`config.mk`:
```
export PLATFORM = sky130hd
export DESIGN_NAME = bgtr_queue
export DESIGN_NICKNAME = d
export VERILOG_FILES = /design/src/sv/bgtr_pkg.sv /design/src/sv/bgtr_queue.sv
export SDC_FILE = /design/constraint.sdc
export NUM_CORES = 1
export LEC_CHECK = 0
export BUFFER_PORTS_ARGS = -buffer_cell sky130_fd_sc_hd__buf_2
export CAP_MARGIN = 0
export CORE_AREA = 2 2 159 161
export CTS_CLUSTER_SIZE = 20
export DETAILED_ROUTE_END_ITERATION = 8
export DIE_AREA = 0 0 161 163
export HOLD_SLACK_MARGIN = 0.06
export MAX_ROUTING_LAYER = met4
export PLACE_DENSITY = 0.75
export SYNTH_ARGS = -nofsm -noshare
export SYNTH_HDL_FRONTEND = slang
export SYNTH_SLANG_ARGS = --single-unit
```
`constraint.sdc`:
```
create_clock -name aclk -period 4.15 [get_ports aclk]
set_input_delay 0.83 -clock aclk [delete_from_list [all_inputs] [get_ports aclk]]
set_output_delay 0.83 -clock aclk [all_outputs]
set_load 0.02 [all_outputs]
```
`src/sv/bgtr_pkg.sv`:
```
// Shared types, constants and glyph tables for the bitmap glyph text raster.
package bgtr_pkg;

    localparam int COORD_BITS = 12;
    localparam int DIM_BITS   = 13;
    localparam int CFG_BITS   = 13;
    localparam int COLOR_BITS = 32;
    localparam int CODE_BITS  = 8;
    localparam int EXT_BITS   = COORD_BITS + 1;
    localparam int CMP_BITS   = (EXT_BITS > DIM_BITS) ? EXT_BITS : DIM_BITS;

    localparam int GRID_ROWS  = 6;
    localparam int GRID_COLS  = 4;
    localparam int GRID_CELLS = GRID_ROWS * GRID_COLS;
    localparam int ROW_BITS   = $clog2(GRID_ROWS);
    localparam int COL_BITS   = $clog2(GRID_COLS);
    localparam int POS_BITS   = ROW_BITS + COL_BITS;

    localparam int SMALL_ROWS  = 5;
    localparam int SMALL_COLS  = 3;
    localparam int SMALL_CELLS = SMALL_ROWS * SMALL_COLS;

    localparam int ADV_BIG   = 5;
    localparam int ADV_SMALL = 4;
    localparam int CASE_FOLD = 32;

    localparam int QUEUE_DEPTH = 4;
    localparam int QPTR_BITS   = $clog2(QUEUE_DEPTH);

    localparam logic [DIM_BITS-1:0] WIDTH_RESET  = DIM_BITS'(320);
    localparam logic [DIM_BITS-1:0] HEIGHT_RESET = DIM_BITS'(240);

    typedef enum logic [1:0] {
        REG_SURFACE_WIDTH  = 2'd0,
        REG_SURFACE_HEIGHT = 2'd1,
        REG_FONT_SELECT    = 2'd2,
        REG_UNUSED         = 2'd3
    } reg_index_t;

    typedef enum logic {
        FONT_BIG   = 1'b0,
        FONT_SMALL = 1'b1
    } font_t;

    typedef struct packed {
        logic [CODE_BITS-1:0]         char_code;
        logic signed [COORD_BITS-1:0] start_x;
        logic signed [COORD_BITS-1:0] start_y;
        logic                         string_start;
        logic [COLOR_BITS-1:0]        color;
    } in_item_t;

    typedef struct packed {
        logic [COORD_BITS-1:0] pixel_x;
        logic [COORD_BITS-1:0] pixel_y;
        logic [COLOR_BITS-1:0] pixel_color;
        logic                  last_pixel;
    } out_item_t;

    typedef struct packed {
        logic [DIM_BITS-1:0] surface_width;
        logic [DIM_BITS-1:0] surface_height;
        font_t               font_select;
    } cfg_t;

    typedef struct packed {
        logic [GRID_CELLS-1:0]        mask;
        logic signed [COORD_BITS-1:0] pen_x;
        logic signed [COORD_BITS-1:0] pen_y;
        logic [COLOR_BITS-1:0]        color;
    } glyph_job_t;

    typedef struct packed {
        logic full;
        logic empty;
    } q_status_t;

    typedef struct packed {
        logic busy;
        logic pop;
    } bk_status_t;

    function automatic logic [GRID_CELLS-1:0] big_glyph(input logic [CODE_BITS-1:0] code);
        unique case (code)
            "A": return 24'h699F99;  "B": return 24'hE9E99E;  "C": return 24'h788896;
            "D": return 24'hE9999E;  "E": return 24'hF8E88F;  "F": return 24'hF8E888;
            "G": return 24'h78B996;  "H": return 24'h99F999;  "I": return 24'h622226;
            "J": return 24'h311196;  "K": return 24'h9ACA99;  "L": return 24'h88888F;
            "M": return 24'h9FF999;  "N": return 24'h9DFB99;  "O": return 24'h699996;
            "P": return 24'hE99E88;  "Q": return 24'h699963;  "R": return 24'hE99EA9;
            "S": return 24'h78611E;  "T": return 24'hF44444;  "U": return 24'h999996;
            "V": return 24'h999A44;  "W": return 24'h999FF9;  "X": return 24'h996699;
            "Y": return 24'h996244;  "Z": return 24'hF1248F;
            "0": return 24'h69BD96;  "1": return 24'h262227;  "2": return 24'h69168F;
            "3": return 24'hF16196;  "4": return 24'h99F111;  "5": return 24'hF8E196;
            "6": return 24'h68E996;  "7": return 24'hF12444;  "8": return 24'h696996;
            "9": return 24'h697116;
            ".": return 24'h000004;  "-": return 24'h00F000;  "+": return 24'h04E400;
            "/": return 24'h112488;  ":": return 24'h040040;  "#": return 24'h5F55F5;
            default: return '0;
        endcase
    endfunction

    function automatic logic [SMALL_CELLS-1:0] small_glyph(input logic [CODE_BITS-1:0] code);
        unique case (code)
            "A": return {3'd2, 3'd5, 3'd7, 3'd5, 3'd5};
            "B": return {3'd6, 3'd5, 3'd6, 3'd5, 3'd6};
            "C": return {3'd6, 3'd4, 3'd4, 3'd4, 3'd6};
            "D": return {3'd6, 3'd5, 3'd5, 3'd5, 3'd6};
            "E": return {3'd7, 3'd4, 3'd6, 3'd4, 3'd7};
            "F": return {3'd7, 3'd4, 3'd6, 3'd4, 3'd4};
            "G": return {3'd3, 3'd4, 3'd5, 3'd5, 3'd3};
            "H": return {3'd5, 3'd5, 3'd7, 3'd5, 3'd5};
            "I": return {3'd7, 3'd2, 3'd2, 3'd2, 3'd7};
            "J": return {3'd1, 3'd1, 3'd1, 3'd5, 3'd2};
            "K": return {3'd5, 3'd5, 3'd6, 3'd5, 3'd5};
            "L": return {3'd4, 3'd4, 3'd4, 3'd4, 3'd7};
            "M": return {3'd5, 3'd7, 3'd7, 3'd5, 3'd5};
            "N": return {3'd5, 3'd7, 3'd7, 3'd7, 3'd5};
            "O": return {3'd2, 3'd5, 3'd5, 3'd5, 3'd2};
            "P": return {3'd6, 3'd5, 3'd6, 3'd4, 3'd4};
            "Q": return {3'd2, 3'd5, 3'd5, 3'd2, 3'd1};
            "R": return {3'd6, 3'd5, 3'd6, 3'd5, 3'd5};
            "S": return {3'd7, 3'd4, 3'd7, 3'd1, 3'd7};
            "T": return {3'd7, 3'd2, 3'd2, 3'd2, 3'd2};
            "U": return {3'd5, 3'd5, 3'd5, 3'd5, 3'd7};
            "V": return {3'd5, 3'd5, 3'd5, 3'd5, 3'd2};
            "W": return {3'd5, 3'd5, 3'd7, 3'd7, 3'd5};
            "X": return {3'd5, 3'd5, 3'd2, 3'd5, 3'd5};
            "Y": return {3'd5, 3'd5, 3'd2, 3'd2, 3'd2};
            "Z": return {3'd7, 3'd1, 3'd2, 3'd4, 3'd7};
            "0": return {3'd7, 3'd5, 3'd5, 3'd5, 3'd7};
            "1": return {3'd2, 3'd6, 3'd2, 3'd2, 3'd7};
            "2": return {3'd6, 3'd1, 3'd7, 3'd4, 3'd7};
            "3": return {3'd6, 3'd1, 3'd3, 3'd1, 3'd6};
            "4": return {3'd5, 3'd5, 3'd7, 3'd1, 3'd1};
            "5": return {3'd7, 3'd4, 3'd6, 3'd1, 3'd6};
            "6": return {3'd3, 3'd4, 3'd7, 3'd5, 3'd7};
            "7": return {3'd7, 3'd1, 3'd2, 3'd2, 3'd2};
            "8": return {3'd7, 3'd5, 3'd7, 3'd5, 3'd7};
            "9": return {3'd7, 3'd5, 3'd7, 3'd1, 3'd6};
            ".": return {3'd0, 3'd0, 3'd0, 3'd0, 3'd2};
            "-": return {3'd0, 3'd0, 3'd7, 3'd0, 3'd0};
            "+": return {3'd0, 3'd2, 3'd7, 3'd2, 3'd0};
            "/": return {3'd1, 3'd1, 3'd2, 3'd4, 3'd4};
            ":": return {3'd0, 3'd2, 3'd0, 3'd2, 3'd0};
            "<": return {3'd1, 3'd2, 3'd4, 3'd2, 3'd1};
            ">": return {3'd4, 3'd2, 3'd1, 3'd2, 3'd4};
            "#": return {3'd5, 3'd7, 3'd5, 3'd7, 3'd5};
            default: return '0;
        endcase
    endfunction

    // place the 3x5 glyph on the 4x6 grid, top-left aligned
    function automatic logic [GRID_CELLS-1:0] small_to_grid(input logic [SMALL_CELLS-1:0] g);
        logic [GRID_CELLS-1:0] grid;
        grid = '0;
        for (int r = 0; r < SMALL_ROWS; r++) begin
            for (int c = 0; c < SMALL_COLS; c++) begin
                grid[GRID_CELLS-1-(r*GRID_COLS+c)] = g[SMALL_CELLS-1-(r*SMALL_COLS+c)];
            end
        end
        return grid;
    endfunction

endpackage

```
`src/sv/bgtr_queue.sv`:
```
// Small job queue between the front end and the pixel emitter.
module bgtr_queue
    import bgtr_pkg::*;
(
    input  logic       aclk,
    input  logic       aresetn,
    input  logic       push,
    input  glyph_job_t push_job,
    input  logic       pop,
    output glyph_job_t pop_job,
    output q_status_t  q_stat
);

    glyph_job_t             entries [QUEUE_DEPTH];
    logic [QPTR_BITS-1:0]   wr_ptr_reg, wr_ptr_next;
    logic [QPTR_BITS-1:0]   rd_ptr_reg, rd_ptr_next;
    logic [QPTR_BITS:0]     count_reg, count_next;

    always_comb begin
        q_stat.full  = (count_reg == (QPTR_BITS+1)'(QUEUE_DEPTH));
        q_stat.empty = (count_reg == '0);
        wr_ptr_next  = push ? wr_ptr_reg + 1'b1 : wr_ptr_reg;
        rd_ptr_next  = pop ? rd_ptr_reg + 1'b1 : rd_ptr_reg;
        count_next   = count_reg + (QPTR_BITS+1)'(push) - (QPTR_BITS+1)'(pop);
        pop_job      = entries[rd_ptr_reg];
    end

    always_ff @(posedge aclk) begin
        if (push) begin
            entries[wr_ptr_reg] <= push_job;
        end
    end

    always_ff @(posedge aclk) begin
        if (!aresetn) begin
            wr_ptr_reg <= '0;
            rd_ptr_reg <= '0;
            count_reg  <= '0;
        end else begin
            wr_ptr_reg <= wr_ptr_next;
            rd_ptr_reg <= rd_ptr_next;
            count_reg  <= count_next;
        end
    end

endmodule

```
# == Word-level counts from Yosys, hierarchy flattened ==
# Memory sizes are Yosys's and may differ from the RTL's. A register that Yosys moved wholly into a read port is not among the register bits.
# Cells that the tools add are included.
# totals
wordCells,14
inputBits,84
output_inout_bits,82
mem_count,1
register_bits,7
mem_bits_rw,320
# mem_list
name,depth,width,rd,rd_clocked_by_memory_dff,write_ports,line_no,text
entries,4,80,1,1,1,bgtr_queue.sv:14,glyph_job_t entries [QUEUE_DEPTH];
# op_classes
reduce_logical,1
n_eq_ne,1
n_addsub,4
n_mux,4
# op_table
op,count
2-bit by 1-bit adder with 2-bit output (second input constant),2
2-bit two-way mux,2
3-bit by 1-bit adder with 3-bit output,1
3-bit equality test (second input constant),1
3-bit zero test,1
3-bit by 1-bit subtractor with 3-bit output,1
1-bit two-way mux,2

# == Longest topological paths before layout ==
# depth
word_depth,3
mapped_depth,7
ltp_nobuf,7

# == Worst setup path after synthesis ==
# No wires, ideal clock.
# synth_path
kind,input -> register
startpoint,input push
endpoint,memory entries[0][0] in the netlist's numbering (enable)
arrival_time_ps,2693
n_path_buf,0
cell_stages,1
path_slack_ps,1010
required_ps,3703
cell_sequence,and2_1
# synth_via
elab_chain_len,2
# synth_rtl
item,line_no,text
from (decl),bgtr_queue.sv:7,"input logic push,"
1-bit two-way mux,bgtr_queue.sv:29,if (push) begin
1-bit two-way mux (implied by the code),bgtr_queue.sv:30,entries[wr_ptr_reg] <= push_job;
to (decl),bgtr_queue.sv:14,
# No other way between the ends.

==> summary.txt <==
Critical path
  • Signal arrival time at the worst endpoint: 2.44 ns
  • CP endpoint kind: output port
  • CP Data Required Time: 3.32 ns
  • Worst r2r src: wr_ptr_reg[0]$_SDFFE_PN0P_
  • CP bufs+invs: 2
  • Kind of critical path: reg -> out
  • Critical path's slowest cell: dfxtp_4
  • Crit-path max FO: 36
  • Slowest stage delay, CP: 0.73 ns
  • Crit path launch type: flop
  • Worst-path cell chain: buf_12 -> mux4_2 -> buf_2
  • Top delay family on crit path: flip-flops

Floorplan
  • Initial core utilization: 0.489
  • FP Rows: 58
  • Core box area: 24700 um^2
  • Die width: 161 um
  • # IOs: 166
  • Die area: 26200 um^2
  • Chip height: 163 um

Route
  • First drt pass iteration count: 4
  • Via count: 5319
  • Antenna viol nets, final: 0
  • DRC marker count from the first detailed-route iteration: 386
  • DRC: 0
  • Drt total wl: 21300 um
  • Post-DR wirelength/cell: 21.2 um
  • Vias per inst: 5.28

Placement
  • Placer Congestion: 0.728
  • HPWL Detailed: 12800 um
  • I/O Buffers: 165
  • Placement Setup Slack: 1.38 ns

Timing
  • Minimum clock period: 3.27 ns
  • Setup total negative slack: 0 ns
  • Fmax: 305 MHz
  • Max_slew headroom: 0.201
  • Final period util: 0.789
  • Final Max Slew Viols: 0
  • # setup viols final: 0
  • Final Hold Vio Count: 0
  • RSZ-0062 raised after global routing: no
  • Final hold slack: 0.498 ns
  • Clk_skew: 0.0136 ns
  • Setup ws final: 0.875 ns
  • Worst slew pin tran: 1.20 ns

Final layout
  • Fill cells: 1824
  • Area Overhead vs Synth: 17.6%
  • Share of cells above drive strength 1: 0.456
  • Max FFs per register: 320
  • Nets: 743
  • Utilization of the core after routing: 0.575

Clocking
  • Cts hold-fix bufs: 0
  • H-tree depth: 1
  • Worst-path clk slew: 0.06 ns
  • Post-CTS Resized: 0
  • Postcts setup bufs: 0
  • Clock latency on the worst-skew pair: 0.54 ns
  • CTS tree: yes
  • Clock root cell: clkbuf_16
  • Total CTS buffers: 31
  • Clock Sinks: 329
  • CTS max path bufs: 3

Logic synthesis
  • Post-Syn Area: 12100 um^2
  • Share of the yosys chip area belonging to registers: 0.811
  • Seq cells post-synth: 329
  • Ys async rst share: 0
  • Synth top cells by count: 320 x edfxtp_1, 80 x mux4_2, 9 x dfxtp_1
  • Cell with the most instances after synthesis: edfxtp_1
  • Post-synthesis cell count: 461
  • Post-Syn Area per Cell: 26.2 um^2
  • Area leader, netlist: edfxtp_1
  • Ys Warns: 0
  • Syn Nets: 552
  • Synth top area share: 0.796
  • Post-synth EDFFs: 320
  • Synth cell types: 20
  • Top post-synthesis cells by area: edfxtp_1 80%, mux4_2 15%, dfxtp_1 1.5%
  • Top_reg_cell synth: edfxtp_1

Worst hold path
  • Hold WC Path Type: in -> reg
  • HP Start: push_job[43]

Power and ir drop
  • Power Density: 519 nW/um^2
  • Leakage power: 0.00479 uW
  • Peak supply drop: 0.334 mV

GRT
  • Vias in the first global route: 5800
  • GRT overflow: 0
  • First-pass GRT wire length: 32700 um
  • Pin count of the biggest net entering global routing: 81
  • Tot GR Track Use: 0.169
  • Initial antenna violation count: 2

Job
  • Max-cap violations: 0

Run status
  • Status: completed
==> stage by stage <==
stage	power (uW)	instance area [um^2]	instances
detailed placement	4740	13200	949
finish	7360	14200	1007
CTS	7440	14200	1005
global route	7630	14200	1007
floorplan	4470	12100	461
global placement	4710	13200	949
==> layout by cell type, fill, tap and decap left out, drive strengths merged, types with 5 or more instances in the layout <==
master	synthesis	routed
clkbuf	0	45
and2	6	6
inv	7	8
mux4	80	80
dfxtp	9	9
edfxtp	320	320
nor2	5	5
clkinv	0	6
buf	18	176
ha	6	6
==> logic make-up (layout without fill, tap and decap cells) <==
kind of cell / after synthesis / after routing / share of synthesized area
AOI/OAI and AO/OA: 2 / 2 / 0.00124
xor gates and xnor gates: 3 / 3 / 0.00342
adders and majority gates: 7 / 7 / 0.00788
buffers and inverters: 25 / 239 / 0.0200
DFF: 329 / 329 / 0.811
muxes: 81 / 81 / 0.150
other: 0 / 2 / 0
and+or+nand+nor: 14 / 14 / 0.00622
==> report_power, final <==
part | leakage [uW] | switching, uW | internal, uW
Clock | 0.000477 | 1140 | 1570
Sequential | 0.00301 | 77.7 | 3820
Combinational | 0.00129 | 426 | 325
==> per-layer routing <==
metal | part of all wire | vias to the layer above | global-route usage
li1 | - | 2353 | -
met1 | 0.41 | 2758 | 0.213
met2 | 0.51 | 173 | 0.282
met3 | 0.068 | 35 | 0.0392
met4 | 0.016 | 0 | 0.0386
met5 | 0 | - | -
==> final cells by class <==
type	instances	area, um^2	area share
diodes	2	5.00	0.000352
clock buffers	45	868	0.0612
clock inverters	11	120	0.00846
inverters	7	26.3	0.00185
multi-input cells	107	2050	0.144
flip-flops and latches	329	9800	0.690
well taps	330	413	0.0291
repair buffers	176	921	0.0649
==> path summary, 6_finish.rpt <==
path | end | slack [ns] | depth (start not counted)
worst max-delay path | pop_job[9] | 0.88 | 3
worst min-delay path | entries[0][43]$_DFFE_PP_ | 0.50 | 1
worst max register to register | entries[2][77]$_DFFE_PP_ | 2.09 | 4
worst min register to register | flop | 0.53 | 2
(Power assumes the default switching activity.)
