<file path="src/sv/bgtr_pkg.sv">
// Shared types, constants and glyph tables for the bitmap glyph text raster.
package bgtr_pkg;

    localparam int COORD_BITS = 12;
    localparam int DIM_BITS   = 13;
    localparam int CFG_BITS   = 13;
    localparam int COLOR_BITS = 32;
    localparam int CODE_BITS  = 8;
    localparam int EXT_BITS   = COORD_BITS + 1;
    localparam int CMP_BITS   = (EXT_BITS > DIM_BITS) ? EXT_BITS : DIM_BITS;

    localparam int GRID_ROWS  = 6;
    localparam int GRID_COLS  = 4;
    localparam int GRID_CELLS = GRID_ROWS * GRID_COLS;
    localparam int ROW_BITS   = $clog2(GRID_ROWS);
    localparam int COL_BITS   = $clog2(GRID_COLS);
    localparam int POS_BITS   = ROW_BITS + COL_BITS;

    localparam int SMALL_ROWS  = 5;
    localparam int SMALL_COLS  = 3;
    localparam int SMALL_CELLS = SMALL_ROWS * SMALL_COLS;

    localparam int ADV_BIG   = 5;
    localparam int ADV_SMALL = 4;
    localparam int CASE_FOLD = 32;

    localparam int QUEUE_DEPTH = 4;
    localparam int QPTR_BITS   = $clog2(QUEUE_DEPTH);

    localparam logic [DIM_BITS-1:0] WIDTH_RESET  = DIM_BITS'(320);
    localparam logic [DIM_BITS-1:0] HEIGHT_RESET = DIM_BITS'(240);

    typedef enum logic [1:0] {
        REG_SURFACE_WIDTH  = 2'd0,
        REG_SURFACE_HEIGHT = 2'd1,
        REG_FONT_SELECT    = 2'd2,
        REG_UNUSED         = 2'd3
    } reg_index_t;

    typedef enum logic {
        FONT_BIG   = 1'b0,
        FONT_SMALL = 1'b1
    } font_t;

    typedef struct packed {
        logic [CODE_BITS-1:0]         char_code;
        logic signed [COORD_BITS-1:0] start_x;
        logic signed [COORD_BITS-1:0] start_y;
        logic                         string_start;
        logic [COLOR_BITS-1:0]        color;
    } in_item_t;

    typedef struct packed {
        logic [COORD_BITS-1:0] pixel_x;
        logic [COORD_BITS-1:0] pixel_y;
        logic [COLOR_BITS-1:0] pixel_color;
        logic                  last_pixel;
    } out_item_t;

    typedef struct packed {
        logic [DIM_BITS-1:0] surface_width;
        logic [DIM_BITS-1:0] surface_height;
        font_t               font_select;
    } cfg_t;

    typedef struct packed {
        logic [GRID_CELLS-1:0]        mask;
        logic signed [COORD_BITS-1:0] pen_x;
        logic signed [COORD_BITS-1:0] pen_y;
        logic [COLOR_BITS-1:0]        color;
    } glyph_job_t;

    typedef struct packed {
        logic full;
        logic empty;
    } q_status_t;

    typedef struct packed {
        logic busy;
        logic pop;
    } bk_status_t;

    function automatic logic [GRID_CELLS-1:0] big_glyph(input logic [CODE_BITS-1:0] code);
        unique case (code)
            "A": return 24'h699F99;  "B": return 24'hE9E99E;  "C": return 24'h788896;
            "D": return 24'hE9999E;  "E": return 24'hF8E88F;  "F": return 24'hF8E888;
            "G": return 24'h78B996;  "H": return 24'h99F999;  "I": return 24'h622226;
            "J": return 24'h311196;  "K": return 24'h9ACA99;  "L": return 24'h88888F;
            "M": return 24'h9FF999;  "N": return 24'h9DFB99;  "O": return 24'h699996;
            "P": return 24'hE99E88;  "Q": return 24'h699963;  "R": return 24'hE99EA9;
            "S": return 24'h78611E;  "T": return 24'hF44444;  "U": return 24'h999996;
            "V": return 24'h999A44;  "W": return 24'h999FF9;  "X": return 24'h996699;
            "Y": return 24'h996244;  "Z": return 24'hF1248F;
            "0": return 24'h69BD96;  "1": return 24'h262227;  "2": return 24'h69168F;
            "3": return 24'hF16196;  "4": return 24'h99F111;  "5": return 24'hF8E196;
            "6": return 24'h68E996;  "7": return 24'hF12444;  "8": return 24'h696996;
            "9": return 24'h697116;
            ".": return 24'h000004;  "-": return 24'h00F000;  "+": return 24'h04E400;
            "/": return 24'h112488;  ":": return 24'h040040;  "#": return 24'h5F55F5;
            default: return '0;
        endcase
    endfunction

    function automatic logic [SMALL_CELLS-1:0] small_glyph(input logic [CODE_BITS-1:0] code);
        unique case (code)
            "A": return {3'd2, 3'd5, 3'd7, 3'd5, 3'd5};
            "B": return {3'd6, 3'd5, 3'd6, 3'd5, 3'd6};
            "C": return {3'd6, 3'd4, 3'd4, 3'd4, 3'd6};
            "D": return {3'd6, 3'd5, 3'd5, 3'd5, 3'd6};
            "E": return {3'd7, 3'd4, 3'd6, 3'd4, 3'd7};
            "F": return {3'd7, 3'd4, 3'd6, 3'd4, 3'd4};
            "G": return {3'd3, 3'd4, 3'd5, 3'd5, 3'd3};
            "H": return {3'd5, 3'd5, 3'd7, 3'd5, 3'd5};
            "I": return {3'd7, 3'd2, 3'd2, 3'd2, 3'd7};
            "J": return {3'd1, 3'd1, 3'd1, 3'd5, 3'd2};
            "K": return {3'd5, 3'd5, 3'd6, 3'd5, 3'd5};
            "L": return {3'd4, 3'd4, 3'd4, 3'd4, 3'd7};
            "M": return {3'd5, 3'd7, 3'd7, 3'd5, 3'd5};
            "N": return {3'd5, 3'd7, 3'd7, 3'd7, 3'd5};
            "O": return {3'd2, 3'd5, 3'd5, 3'd5, 3'd2};
            "P": return {3'd6, 3'd5, 3'd6, 3'd4, 3'd4};
            "Q": return {3'd2, 3'd5, 3'd5, 3'd2, 3'd1};
            "R": return {3'd6, 3'd5, 3'd6, 3'd5, 3'd5};
            "S": return {3'd7, 3'd4, 3'd7, 3'd1, 3'd7};
            "T": return {3'd7, 3'd2, 3'd2, 3'd2, 3'd2};
            "U": return {3'd5, 3'd5, 3'd5, 3'd5, 3'd7};
            "V": return {3'd5, 3'd5, 3'd5, 3'd5, 3'd2};
            "W": return {3'd5, 3'd5, 3'd7, 3'd7, 3'd5};
            "X": return {3'd5, 3'd5, 3'd2, 3'd5, 3'd5};
            "Y": return {3'd5, 3'd5, 3'd2, 3'd2, 3'd2};
            "Z": return {3'd7, 3'd1, 3'd2, 3'd4, 3'd7};
            "0": return {3'd7, 3'd5, 3'd5, 3'd5, 3'd7};
            "1": return {3'd2, 3'd6, 3'd2, 3'd2, 3'd7};
            "2": return {3'd6, 3'd1, 3'd7, 3'd4, 3'd7};
            "3": return {3'd6, 3'd1, 3'd3, 3'd1, 3'd6};
            "4": return {3'd5, 3'd5, 3'd7, 3'd1, 3'd1};
            "5": return {3'd7, 3'd4, 3'd6, 3'd1, 3'd6};
            "6": return {3'd3, 3'd4, 3'd7, 3'd5, 3'd7};
            "7": return {3'd7, 3'd1, 3'd2, 3'd2, 3'd2};
            "8": return {3'd7, 3'd5, 3'd7, 3'd5, 3'd7};
            "9": return {3'd7, 3'd5, 3'd7, 3'd1, 3'd6};
            ".": return {3'd0, 3'd0, 3'd0, 3'd0, 3'd2};
            "-": return {3'd0, 3'd0, 3'd7, 3'd0, 3'd0};
            "+": return {3'd0, 3'd2, 3'd7, 3'd2, 3'd0};
            "/": return {3'd1, 3'd1, 3'd2, 3'd4, 3'd4};
            ":": return {3'd0, 3'd2, 3'd0, 3'd2, 3'd0};
            "<": return {3'd1, 3'd2, 3'd4, 3'd2, 3'd1};
            ">": return {3'd4, 3'd2, 3'd1, 3'd2, 3'd4};
            "#": return {3'd5, 3'd7, 3'd5, 3'd7, 3'd5};
            default: return '0;
        endcase
    endfunction

    // place the 3x5 glyph on the 4x6 grid, top-left aligned
    function automatic logic [GRID_CELLS-1:0] small_to_grid(input logic [SMALL_CELLS-1:0] g);
        logic [GRID_CELLS-1:0] grid;
        grid = '0;
        for (int r = 0; r < SMALL_ROWS; r++) begin
            for (int c = 0; c < SMALL_COLS; c++) begin
                grid[GRID_CELLS-1-(r*GRID_COLS+c)] = g[SMALL_CELLS-1-(r*SMALL_COLS+c)];
            end
        end
        return grid;
    endfunction

endpackage

</file>
<file path="src/sv/bgtr_back.sv">
// Pixel emitter: walks a glyph mask in row-major order, one pixel per cycle while the output is not stalled.
module bgtr_back
    import bgtr_pkg::*;
(
    input  logic       aclk,
    input  logic       aresetn,
    input  q_status_t  q_stat,
    input  glyph_job_t pop_job,
    output bk_status_t bk_stat,
    output logic       m_valid,
    input  logic       m_ready,
    output out_item_t  m_payload
);

    glyph_job_t            cur_reg, cur_next;
    logic                  busy_reg, busy_next;
    out_item_t             out_reg, out_next;
    logic                  out_valid_reg, out_valid_next;
    logic [GRID_CELLS-1:0] low_bit;
    logic [GRID_CELLS-1:0] mask_left;
    logic [POS_BITS-1:0]   pos;
    logic [COL_BITS-1:0]   col;
    logic [ROW_BITS-1:0]   row;
    logic [EXT_BITS-1:0]   px_sum, py_sum;
    logic                  load, last, pop;

    always_comb begin
        low_bit   = cur_reg.mask & (~cur_reg.mask + 1'b1);
        mask_left = cur_reg.mask & ~low_bit;
        last      = (mask_left == '0);

        pos = '0;
        for (int i = 0; i < GRID_CELLS; i++) begin
            if (low_bit[i]) begin
                pos = pos | POS_BITS'(i);
            end
        end
        col = pos[COL_BITS-1:0];
        row = pos[POS_BITS-1:COL_BITS];

        px_sum = {cur_reg.pen_x[COORD_BITS-1], cur_reg.pen_x} + EXT_BITS'(col);
        py_sum = {cur_reg.pen_y[COORD_BITS-1], cur_reg.pen_y} + EXT_BITS'(row);

        load = busy_reg && (!out_valid_reg || m_ready);
        pop  = !q_stat.empty && (!busy_reg || (load && last));

        cur_next  = cur_reg;
        busy_next = busy_reg;
        if (pop) begin
            cur_next  = pop_job;
            busy_next = 1'b1;
        end else if (load) begin
            cur_next.mask = mask_left;
            busy_next     = !last;
        end

        out_next       = out_reg;
        out_valid_next = out_valid_reg;
        if (load) begin
            out_next.pixel_x     = px_sum[COORD_BITS-1:0];
            out_next.pixel_y     = py_sum[COORD_BITS-1:0];
            out_next.pixel_color = cur_reg.color;
            out_next.last_pixel  = last;
            out_valid_next       = 1'b1;
        end else if (m_ready) begin
            out_valid_next = 1'b0;
        end

        bk_stat.busy = busy_reg;
        bk_stat.pop  = pop;
    end

    assign m_valid   = out_valid_reg;
    assign m_payload = out_reg;

    always_ff @(posedge aclk) begin
        cur_reg <= cur_next;
        out_reg <= out_next;
    end

    always_ff @(posedge aclk) begin
        if (!aresetn) begin
            busy_reg      <= 1'b0;
            out_valid_reg <= 1'b0;
        end else begin
            busy_reg      <= busy_next;
            out_valid_reg <= out_valid_next;
        end
    end

endmodule

</file>
<file path="config.mk">
export PLATFORM = sky130hd
export DESIGN_NAME = bgtr_back
export DESIGN_NICKNAME = d
export VERILOG_FILES = /design/src/sv/bgtr_pkg.sv /design/src/sv/bgtr_back.sv
export SDC_FILE = /design/constraint.sdc
export NUM_CORES = 1
export LEC_CHECK = 0
export BUFFER_PORTS_ARGS = -buffer_cell sky130_fd_sc_hd__buf_2
export CAP_MARGIN = 30
export CORE_MARGIN = 1
export CORE_UTILIZATION = 40
export DETAILED_ROUTE_END_ITERATION = 8
export PLACE_DENSITY = 0.73
export SLEW_MARGIN = 30
export SYNTH_ARGS = -nofsm -noshare
export SYNTH_HDL_FRONTEND = slang
export SYNTH_SLANG_ARGS = --single-unit
</file>
<file path="constraint.sdc">
create_clock -name aclk -period 7.85 [get_ports aclk]
set_input_delay 0.785 -clock aclk [delete_from_list [all_inputs] [get_ports aclk]]
set_output_delay 0.785 -clock aclk [all_outputs]
set_load 0.02 [all_outputs]
</file>
# Word level (Yosys, flattened, before mapping)
# Cells that the tools add are included.
[classes]
n_mux = 29
bitwise_logic = 4
n_reduce_logical = 12
add_sub_neg = 3
[op_table]
columns = ["operator", "count"]
rows = [
  ["24-bit AND", 2],
  ["24-bit 2-to-1 mux", 2],
  ["24-bit inverter", 2],
  ["5-bit 2-to-1 mux", 8],
  ["4-bit 2-to-1 mux", 8],
  ["24-bit by 1-bit adder with 24-bit output, second input constant", 1],
  ["24-bit zero test", 1],
  ["12-bit by 3-bit adder with 12-bit output", 1],
  ["12-bit by 4-bit adder with 12-bit output", 1],
  ["3-bit 2-to-1 mux", 4],
  ["1-bit 2-to-1 mux", 5],
  ["1-bit zero test", 4],
  ["2-bit 2-to-1 mux", 2],
  ["2-bit nonzero test", 2],
  ["1-bit logical AND", 3],
  ["1-bit logical OR", 2],
]
[totals]
out_inout_bits = 60
register_bits = 139
inputBits = 85
wordCells = 58

# Depth between registers and ports, before layout
# Gate-level depths: netlist of the first run.
[depth]
word_depth = 27
mapped_depth = 14
ltp_nobuf = 12

# Worst setup path after synthesis of the first run
# OpenSTA, ideal clock, no wires.
[synth_timing]
kind = "register to output"
start = "register cur_reg[61] (netlist bit)"
end = "output port bk_stat[0] (netlist bit)"
t_required_ns = 7.065
path_stages_with_launch = 10
n_path_buf = 3
arrival_ns = 5.264
path_slack_ns = 1.801
cell_sequence = "edfxtp_1 buf_6 or4_4 buf_6 o41a_1 or3_4 nor4b_4 a41oi_1 nor2_1 buf_4"
[synth_via]
elab_chain_cells = 9
[synth_lines]
columns = ["element", "line", "text"]
rows = [
  ["start: declaration", "bgtr_back.sv:15", "glyph_job_t cur_reg, cur_next;"],
  ["start signal: assignment", "bgtr_back.sv:77", "cur_reg <= cur_next;"],
  ["24-bit inverter", "bgtr_back.sv:28", "low_bit = cur_reg.mask & (~cur_reg.mask + 1'b1);"],
  ["24-bit by 1-bit adder with 24-bit output", "bgtr_back.sv:28", ""],
  ["24-bit AND", "bgtr_back.sv:28", ""],
  ["24-bit inverter", "bgtr_back.sv:29", "mask_left = cur_reg.mask & ~low_bit;"],
  ["24-bit AND *", "bgtr_back.sv:29", ""],
  ["24-bit zero test *", "bgtr_back.sv:30", "last = (mask_left == '0);"],
  ["1-bit logical AND *", "bgtr_back.sv:45", "pop = !q_stat.empty && (!busy_reg || (load && last));"],
  ["1-bit logical OR *", "bgtr_back.sv:45", ""],
  ["1-bit logical AND *", "bgtr_back.sv:45", ""],
  ["end: declaration", "bgtr_back.sv:9", "output bk_status_t bk_stat,"],
]
# Every way passes the cells marked *; elsewhere a longest branch is shown, timed or not.

==> results of run 1 <==
-- per-stage QoR --
step / cell area (um2) / hold WS [ns] / setup slack (ns) / power [mW]
floorplan: 6370 / 0.400 / 1.80 / 1.11
global placement: 7260 / 0.400 / 3.74 / 1.18
detailed placement: 7260 / 0.405 / 3.70 / 1.20
CTS: 7890 / 0.419 / 3.23 / 2.01
global route: 7900 / 0.427 / 3.17 / 2.08
finish: 7910 / 0.416 / 3.41 / 2.00
-- worst register-to-register path, delay by kind of cell (launching register included) --
family	cells	cell delay, ns
buffers and inverters	1	0.58
AO/OA/AOI/OAI	2	0.69
flip-flops	1	0.54
AND/OR/NAND/NOR	4	1.80
-- logic make-up (layout without fill, tap and decap cells) --
logic type / Yosys count / in the layout / share of synthesized area
buf+inv: 39 / 190 / 0.0289
other cells: 0 / 2 / 0
simple gates: 145 / 145 / 0.121
flops: 139 / 139 / 0.652
fa+ha+maj: 8 / 8 / 0.0177
xor+xnor: 20 / 20 / 0.0275
compound gates: 122 / 122 / 0.152
-- final cells by class --
type / count / area, um2 / share of cell area
tap: 211 / 264 / 0.0334
timing repair buffer: 147 / 746 / 0.0943
clock buffer: 17 / 425 / 0.0538
multi-input combinational: 295 / 2080 / 0.263
sequential: 139 / 4150 / 0.525
antenna: 2 / 5.00 / 0.000633
inverter: 11 / 41.3 / 0.00522
clock inverter: 15 / 196 / 0.0248
-- synth_stat cells, types with 10 or more instances --
cell type | number | share of area
edfxtp_1 | 137 | 0.65
a21oi_1 | 37 | 0.029
nand3_1 | 35 | 0.028
nand2_1 | 32 | 0.019
nor2_1 | 24 | 0.014
o21a_1 | 23 | 0.027
clkbuf_1 | 22 | 0.013
o211ai_2 | 18 | 0.035
inv_1 | 11 | 0.0065
nor3_1 | 10 | 0.0079
xnor2_1 | 10 | 0.014
xor2_1 | 10 | 0.014
-- worst min-delay path by stage --
stage                          start                 endpoint  slack [ns]  cells past startpoint
5_1_grt        cur_reg[19]$_DFFE_PP_  m_payload[20]$_DFFE_PP_        0.43                      0
6_report       cur_reg[28]$_DFFE_PP_  m_payload[29]$_DFFE_PP_        0.42                      0
2_1_floorplan   cur_reg[9]$_DFFE_PP_  m_payload[10]$_DFFE_PP_        0.40                      0
4_1_cts        cur_reg[28]$_DFFE_PP_  m_payload[29]$_DFFE_PP_        0.42                      0
3_3_place_gp   cur_reg[20]$_DFFE_PP_  m_payload[21]$_DFFE_PP_        0.40                      0
3_5_place_dp   cur_reg[16]$_DFFE_PP_  m_payload[17]$_DFFE_PP_        0.40                      0
-- routing by layer --
layer	GRT usage	vias up
met5	0	-
met4	0.0830	0
met3	0.0676	22
met2	0.302	201
met1	0.229	2209
li1	-	2132
-- power groups by stage --
| stage | Sequential, mW | Clock [mW] | Combinational (mW) |
|---|---|---|---|
| after floorplan | 0.958 | 0 | 0.154 |
| after global placement | 0.947 | 0 | 0.236 |
| after detailed placement | 0.950 | 0 | 0.245 |
| after CTS | 0.936 | 0.831 | 0.247 |
| after global routing | 0.946 | 0.859 | 0.271 |
| final | 0.938 | 0.820 | 0.247 |
==> impl_metrics.csv, run 1 <==
group,metric,value,unit
final_layout,flip_flop_count_of_the_largest_register_all_copies_and_words_added,80,
worst_setup_path,wp_data_arrival,3.66,ns
worst_setup_path,critPathBufInv,1,
power_and_ir_drop,power_frac_clock,0.409,
place,finalWeightedCongestion,0.885,
logic_synthesis,syn_area_per_cell,13.5,um2
worst_setup_path,cp_slowest_stage_delay,0.64,ns
grt,grt_start_max_net_pins,58,
final_layout,number_of_fillers_in_the_final_layout,1281,
clock_network,clk_latency,0.42,ns
clock_network,clk_transition_reported_paths,0.06,ns
sta,report.final.slew_viol_count,0,
clock_network,cts_num_sinks,139,
logic_synthesis,syn-cell-area,6370,um2
final_layout,drive_gt1_frac,0.353,
sta,setup_tns_after_final_layout,0,ns
worst_setup_path,worst-r2r-setup-slack,3.83,ns
sta,finalHoldViolations,0,
sta,finalCritPeriodShare,0.566,
power_and_ir_drop,p_per_area,253,nW/um2
final_layout,relative_area_change_from_synthesis_to_final_layout,24.2,%
final_layout,layout.core_utilization,0.515,
drt,avgRoutedWirePerCell,18.0,um
worst_setup_path,startpoint_type,"flip-flop",
clock_network,cts-hold-fix-buffers,0,
grt,number_of_antenna_violations_at_the_first_check_in_global_routing,2,
worst_setup_path,crit_path_max_fanout,10,
sta,worst_clock_skew,0.0123,ns
worst_setup_path,critical_path_cell_count,7,
worst_setup_path,critical_path_class,"flip-flop to primary output",
worst_setup_path,critical_path_required,7.07,ns
final_layout,most-common-layout-cells,"buf_2, edfxtp_1, a21oi_1, nand3_1, nand2_1",
final_layout,final_nets,703,
worst_setup_path,timing.critical_path.cells,"or4_4 -> nor3_1 -> a41oi_1 -> nor4_2 -> a41oi_1 -> nor2_4 -> buf_2",
drt,drt-pass1-iter-count,5,
die,io_pins,145,
die,die-height,128,um
sta,worst_slew_margin_relative_to_its_limit,0.456,
die,start_util,0.414,
sta,tightest_slew,0.814,ns
worst_setup_path,worst_r2r_startpoint,"cur_reg[61]$_DFFE_PP_",
die,die_area,16400,um2
die,core-area,15400,um2
die,fp.dieW,128,um
power_and_ir_drop,seq_power_share,0.468,
clock_network,tritoncts_buffers,17,
sta,finalSetupViolations,0,
sta,rsz0062_at_grt,"no",
logic_synthesis,yosysWarnings,0,
drt,drt_iter0_drc,279,
logic_synthesis,synth_edf_count,137,
place,detailed_place_hpwl,10.5,mm
clock_network,clockRootBuffer,"clkbuf_16",
min_path,timing.hold.worst.class,"flip-flop to flip-flop",
worst_setup_path,cp_common_cell,"a41oi_1",
status,status,"complete, no violations",
grt,grt_pass1_wl,23.1,mm
sta,period_needed,4.44,ns
worst_setup_path,cp-endpoint,"bk_stat[0]",
flow_run,maxCapViolations,0,
drt,antenna_violating_nets_left,0,
power_and_ir_drop,comb_power_share,0.123,
worst_setup_path,crit_path_start,"cur_reg[61]$_DFFE_PP_",
worst_setup_path,worst_r2r_path_depth,7,
final_layout,leading_cell_type_in_the_layout_fill_and_taps_excluded,"buf_2",
clock_network,postCtsResizedCells,0,
grt,grt_usage,0.189,
clock_network,cts-root-to-sink-buffers,2,
drt,post-route-drc-count,0,
logic_synthesis,post_synth_num_cell_types,63,
clock_network,postCtsSetupBuffers,0,
logic_synthesis,postSynthCellCount,473,
clock_network,clock_tree.htree_level_count,4,
drt,met3WireLength,1.33,mm
drt,wl_met2,7.36,mm
final_layout,finish.cell_count_without_fillers,837,
place,post-place-cells,803,
logic_synthesis,synth_fp_nets,565,
logic_synthesis,proportion_of_synthesized_chip_area_in_sequential_cells,0.652,
power_and_ir_drop,cellInternalPower,1.45,mW
drt,drt-total-wl,15.1,mm
clock_network,tritoncts,"yes",
drt,routed_via_density,5.45,
worst_setup_path,path_delay_family,"simple AND/OR/NAND/NOR gates",
logic_synthesis,synthArstFlopShare,0,
die,placementRows,45,
place,port-buffer-count,143,
logic_synthesis,commonest_register_cell_after_synthesis,"edfxtp_1",
logic_synthesis,synth-seq-cells,139,
power_and_ir_drop,total_switching_power,557,uW
grt,global_route.overflow_total,0,
power_and_ir_drop,total_leakage_power,2.99,nW
drt,routed-via-count,4564,
drt,met1_length,6.13,mm
worst_setup_path,critical-path-slowest-cell,"or4_4",
worst_setup_path,r2r_end,"cur_reg[45]$_DFFE_PP_",
worst_setup_path,end_kind,"primary output",
power_and_ir_drop,switching_share,0.278,
drt,highest_layer,"met4",
grt,vias_in_the_first_global_route,4468,
sta,max_freq,225,MHz
power_and_ir_drop,max-vdd-ir-drop,0.184,mV
Power figures use the tool's default switching activity.
==> run 2, diff against run 1 <==
- PLACE_DENSITY: 0.73 -> 0.75
- clock period: 7.85 -> 3.9 ns (I/O delays scaled with it)
==> impl_metrics.csv, run 2 (synthesis gave the netlist of run 1 again) <==
group,metric,value,unit
power_and_ir_drop,p_per_area,489,nW/um2
die,io_pins,145,
worst_setup_path,critical_path_cell_count,7,
drt,antenna_violating_nets_left,0,
power_and_ir_drop,switching_share,0.276,
clock_network,cts-root-to-sink-buffers,2,
worst_setup_path,cp_slowest_stage_delay,0.62,ns
clock_network,clk_transition_reported_paths,0.06,ns
die,fp.dieW,128,um
min_path,hold_path_depth,1,
place,post-place-cells,815,
clock_network,clk_latency,0.42,ns
sta,rsz0062_at_grt,"no",
final_layout,relative_area_change_from_synthesis_to_final_layout,26.1,%
grt,grt_start_max_net_pins,35,
final_layout,leading_cell_type_in_the_layout_fill_and_taps_excluded,"buf_2",
power_and_ir_drop,comb_power_share,0.137,
worst_setup_path,timing.critical_path.cells,"or4_4 -> o41a_1 -> or3_4 -> nor4b_4 -> a41oi_2 -> nor2_4 -> buf_2",
drt,drt-pass1-iter-count,5,
power_and_ir_drop,total_leakage_power,3.07,nW
final_layout,flip_flop_count_of_the_largest_register_all_copies_and_words_added,80,
clock_network,cts_num_sinks,139,
clock_network,clockRootBuffer,"clkbuf_16",
worst_setup_path,wp_data_arrival,3.29,ns
sta,finalHoldViolations,0,
place,port-buffer-count,143,
status,status,"complete, no violations",
sta,setup_tns_after_final_layout,0,ns
power_and_ir_drop,power_frac_clock,0.384,
grt,global_route.overflow_total,0,
grt,grt_usage,0.191,
sta,finalCritPeriodShare,0.945,
worst_setup_path,path_delay_family,"simple AND/OR/NAND/NOR gates",
sta,worst_clock_skew,0.0112,ns
drt,drt_iter0_drc,397,
grt,grt_pass1_wl,23.6,mm
final_layout,final_nets,723,
sta,worst_slew_margin_relative_to_its_limit,0.448,
worst_setup_path,crit_path_max_fanout,7,
drt,avgRoutedWirePerCell,17.6,um
die,start_util,0.414,
min_path,timing.hold.worst.class,"input pin to flip-flop",
sta,tightest_slew,0.827,ns
sta,period_needed,3.68,ns
grt,number_of_antenna_violations_at_the_first_check_in_global_routing,3,
worst_setup_path,critical_path_required,3.51,ns
die,die-height,128,um
worst_setup_path,worst_r2r_path_depth,10,
worst_setup_path,startpoint_type,"flip-flop",
power_and_ir_drop,max-vdd-ir-drop,0.529,mV
drt,drt-total-wl,15.1,mm
power_and_ir_drop,seq_power_share,0.479,
drt,post-route-drc-count,0,
final_layout,number_of_fillers_in_the_final_layout,1312,
place,detailed_place_hpwl,10.6,mm
sta,report.final.slew_viol_count,0,
worst_setup_path,critPathBufInv,1,
worst_setup_path,end_kind,"primary output",
clock_network,clock_tree.htree_level_count,4,
grt,vias_in_the_first_global_route,4530,
die,core-area,15400,um2
clock_network,tritoncts,"yes",
sta,finalSetupViolations,0,
power_and_ir_drop,cellInternalPower,2.85,mW
drt,routed-via-count,4619,
final_layout,finish.cell_count_without_fillers,857,
place,finalWeightedCongestion,0.905,
worst_setup_path,critical_path_class,"flip-flop to primary output",
worst_setup_path,critical-path-slowest-cell,"or4_4",
clock_network,tritoncts_buffers,17,
flow_run,maxCapViolations,0,
sta,max_freq,271,MHz
final_layout,layout.core_utilization,0.522,
power_and_ir_drop,total_switching_power,1.08,mW
final_layout,drive_gt1_frac,0.374,
die,placementRows,45,
die,die_area,16400,um2
final_layout,most-common-layout-cells,"buf_2, edfxtp_1, a21oi_1, nand3_1, nand2_1",
drt,routed_via_density,5.39,
==> run 2: cell count changes in the layout (fill, tap and decap cells not counted), moves of 2 or more <==
| cell | before | now |
|---|---|---|
| buf_4 | 4 | 23 |
| clkinv_2 | 0 | 2 |
| clkinv_8 | 4 | 1 |
| inv_8 | 6 | 4 |
==> run 2: path summary, 6_finish.rpt <==
kind / slack (ns) / endpoint / start
min: 0.14 / cur_reg[4]$_DFFE_PP_ / pop_job[4]
min reg2reg: 0.42 / m_payload[27]$_DFFE_PP_ / cur_reg[26]$_DFFE_PP_
max reg2reg: 0.32 / m_payload[42]$_DFFE_PP_ / cur_reg[61]$_DFFE_PP_
max: 0.22 / bk_stat[0] / cur_reg[63]$_DFFE_PP_
==> run 2: area by class of cell <==
cell class,instances,area [um2],share of cell area
Timing Repair Buffer,167,908,0.113
Multi-Input combinational cell,295,2100,0.261
Sequential cell,139,4150,0.517
Tap cell,211,264,0.0329
Antenna cell,2,5.00,0.000623
Clock inverter,15,134,0.0167
Clock buffer,17,425,0.0530
Inverter,11,41.3,0.00514
==> run 2: timing repair <==
| item | CTS | global route |
|---|---|---|
| hold buffers | 0 | 0 |
| buffers inserted | 1 | 7 |
| setup endpoints to repair | 1 | 1 |
| resized for setup | 0 | 3 |
| pin swaps | 1 | 2 |
==> run 2: metrics by stage <==
step	instance area [um2]	hold WS (ns)	worst slack (ns)	total power [mW]
finish	8030	0.138	0.215	3.93
floorplan	6400	0.400	0.00113	2.24
global route	8030	0.123	0.0328	4.08
global placement	7380	0.400	0.370	2.40
CTS	7950	0.126	0.0102	3.93
detailed placement	7380	0.405	0.356	2.43
==> run 2: power groups by stage <==
stage | registers, mW | logic (mW) | clock network (mW)
after floorplan | 1.93 | 0.314 | 0
after global placement | 1.90 | 0.499 | 0
after detailed placement | 1.91 | 0.515 | 0
after CTS | 1.88 | 0.518 | 1.53
after global routing | 1.90 | 0.590 | 1.59
final | 1.88 | 0.538 | 1.51
==> run 2: metal layers <==
layer  routed length, um  global-route usage
met2                7130               0.300
met1                6150               0.238
met4                 314              0.0713
met3                1480              0.0760
met5                   8                   0
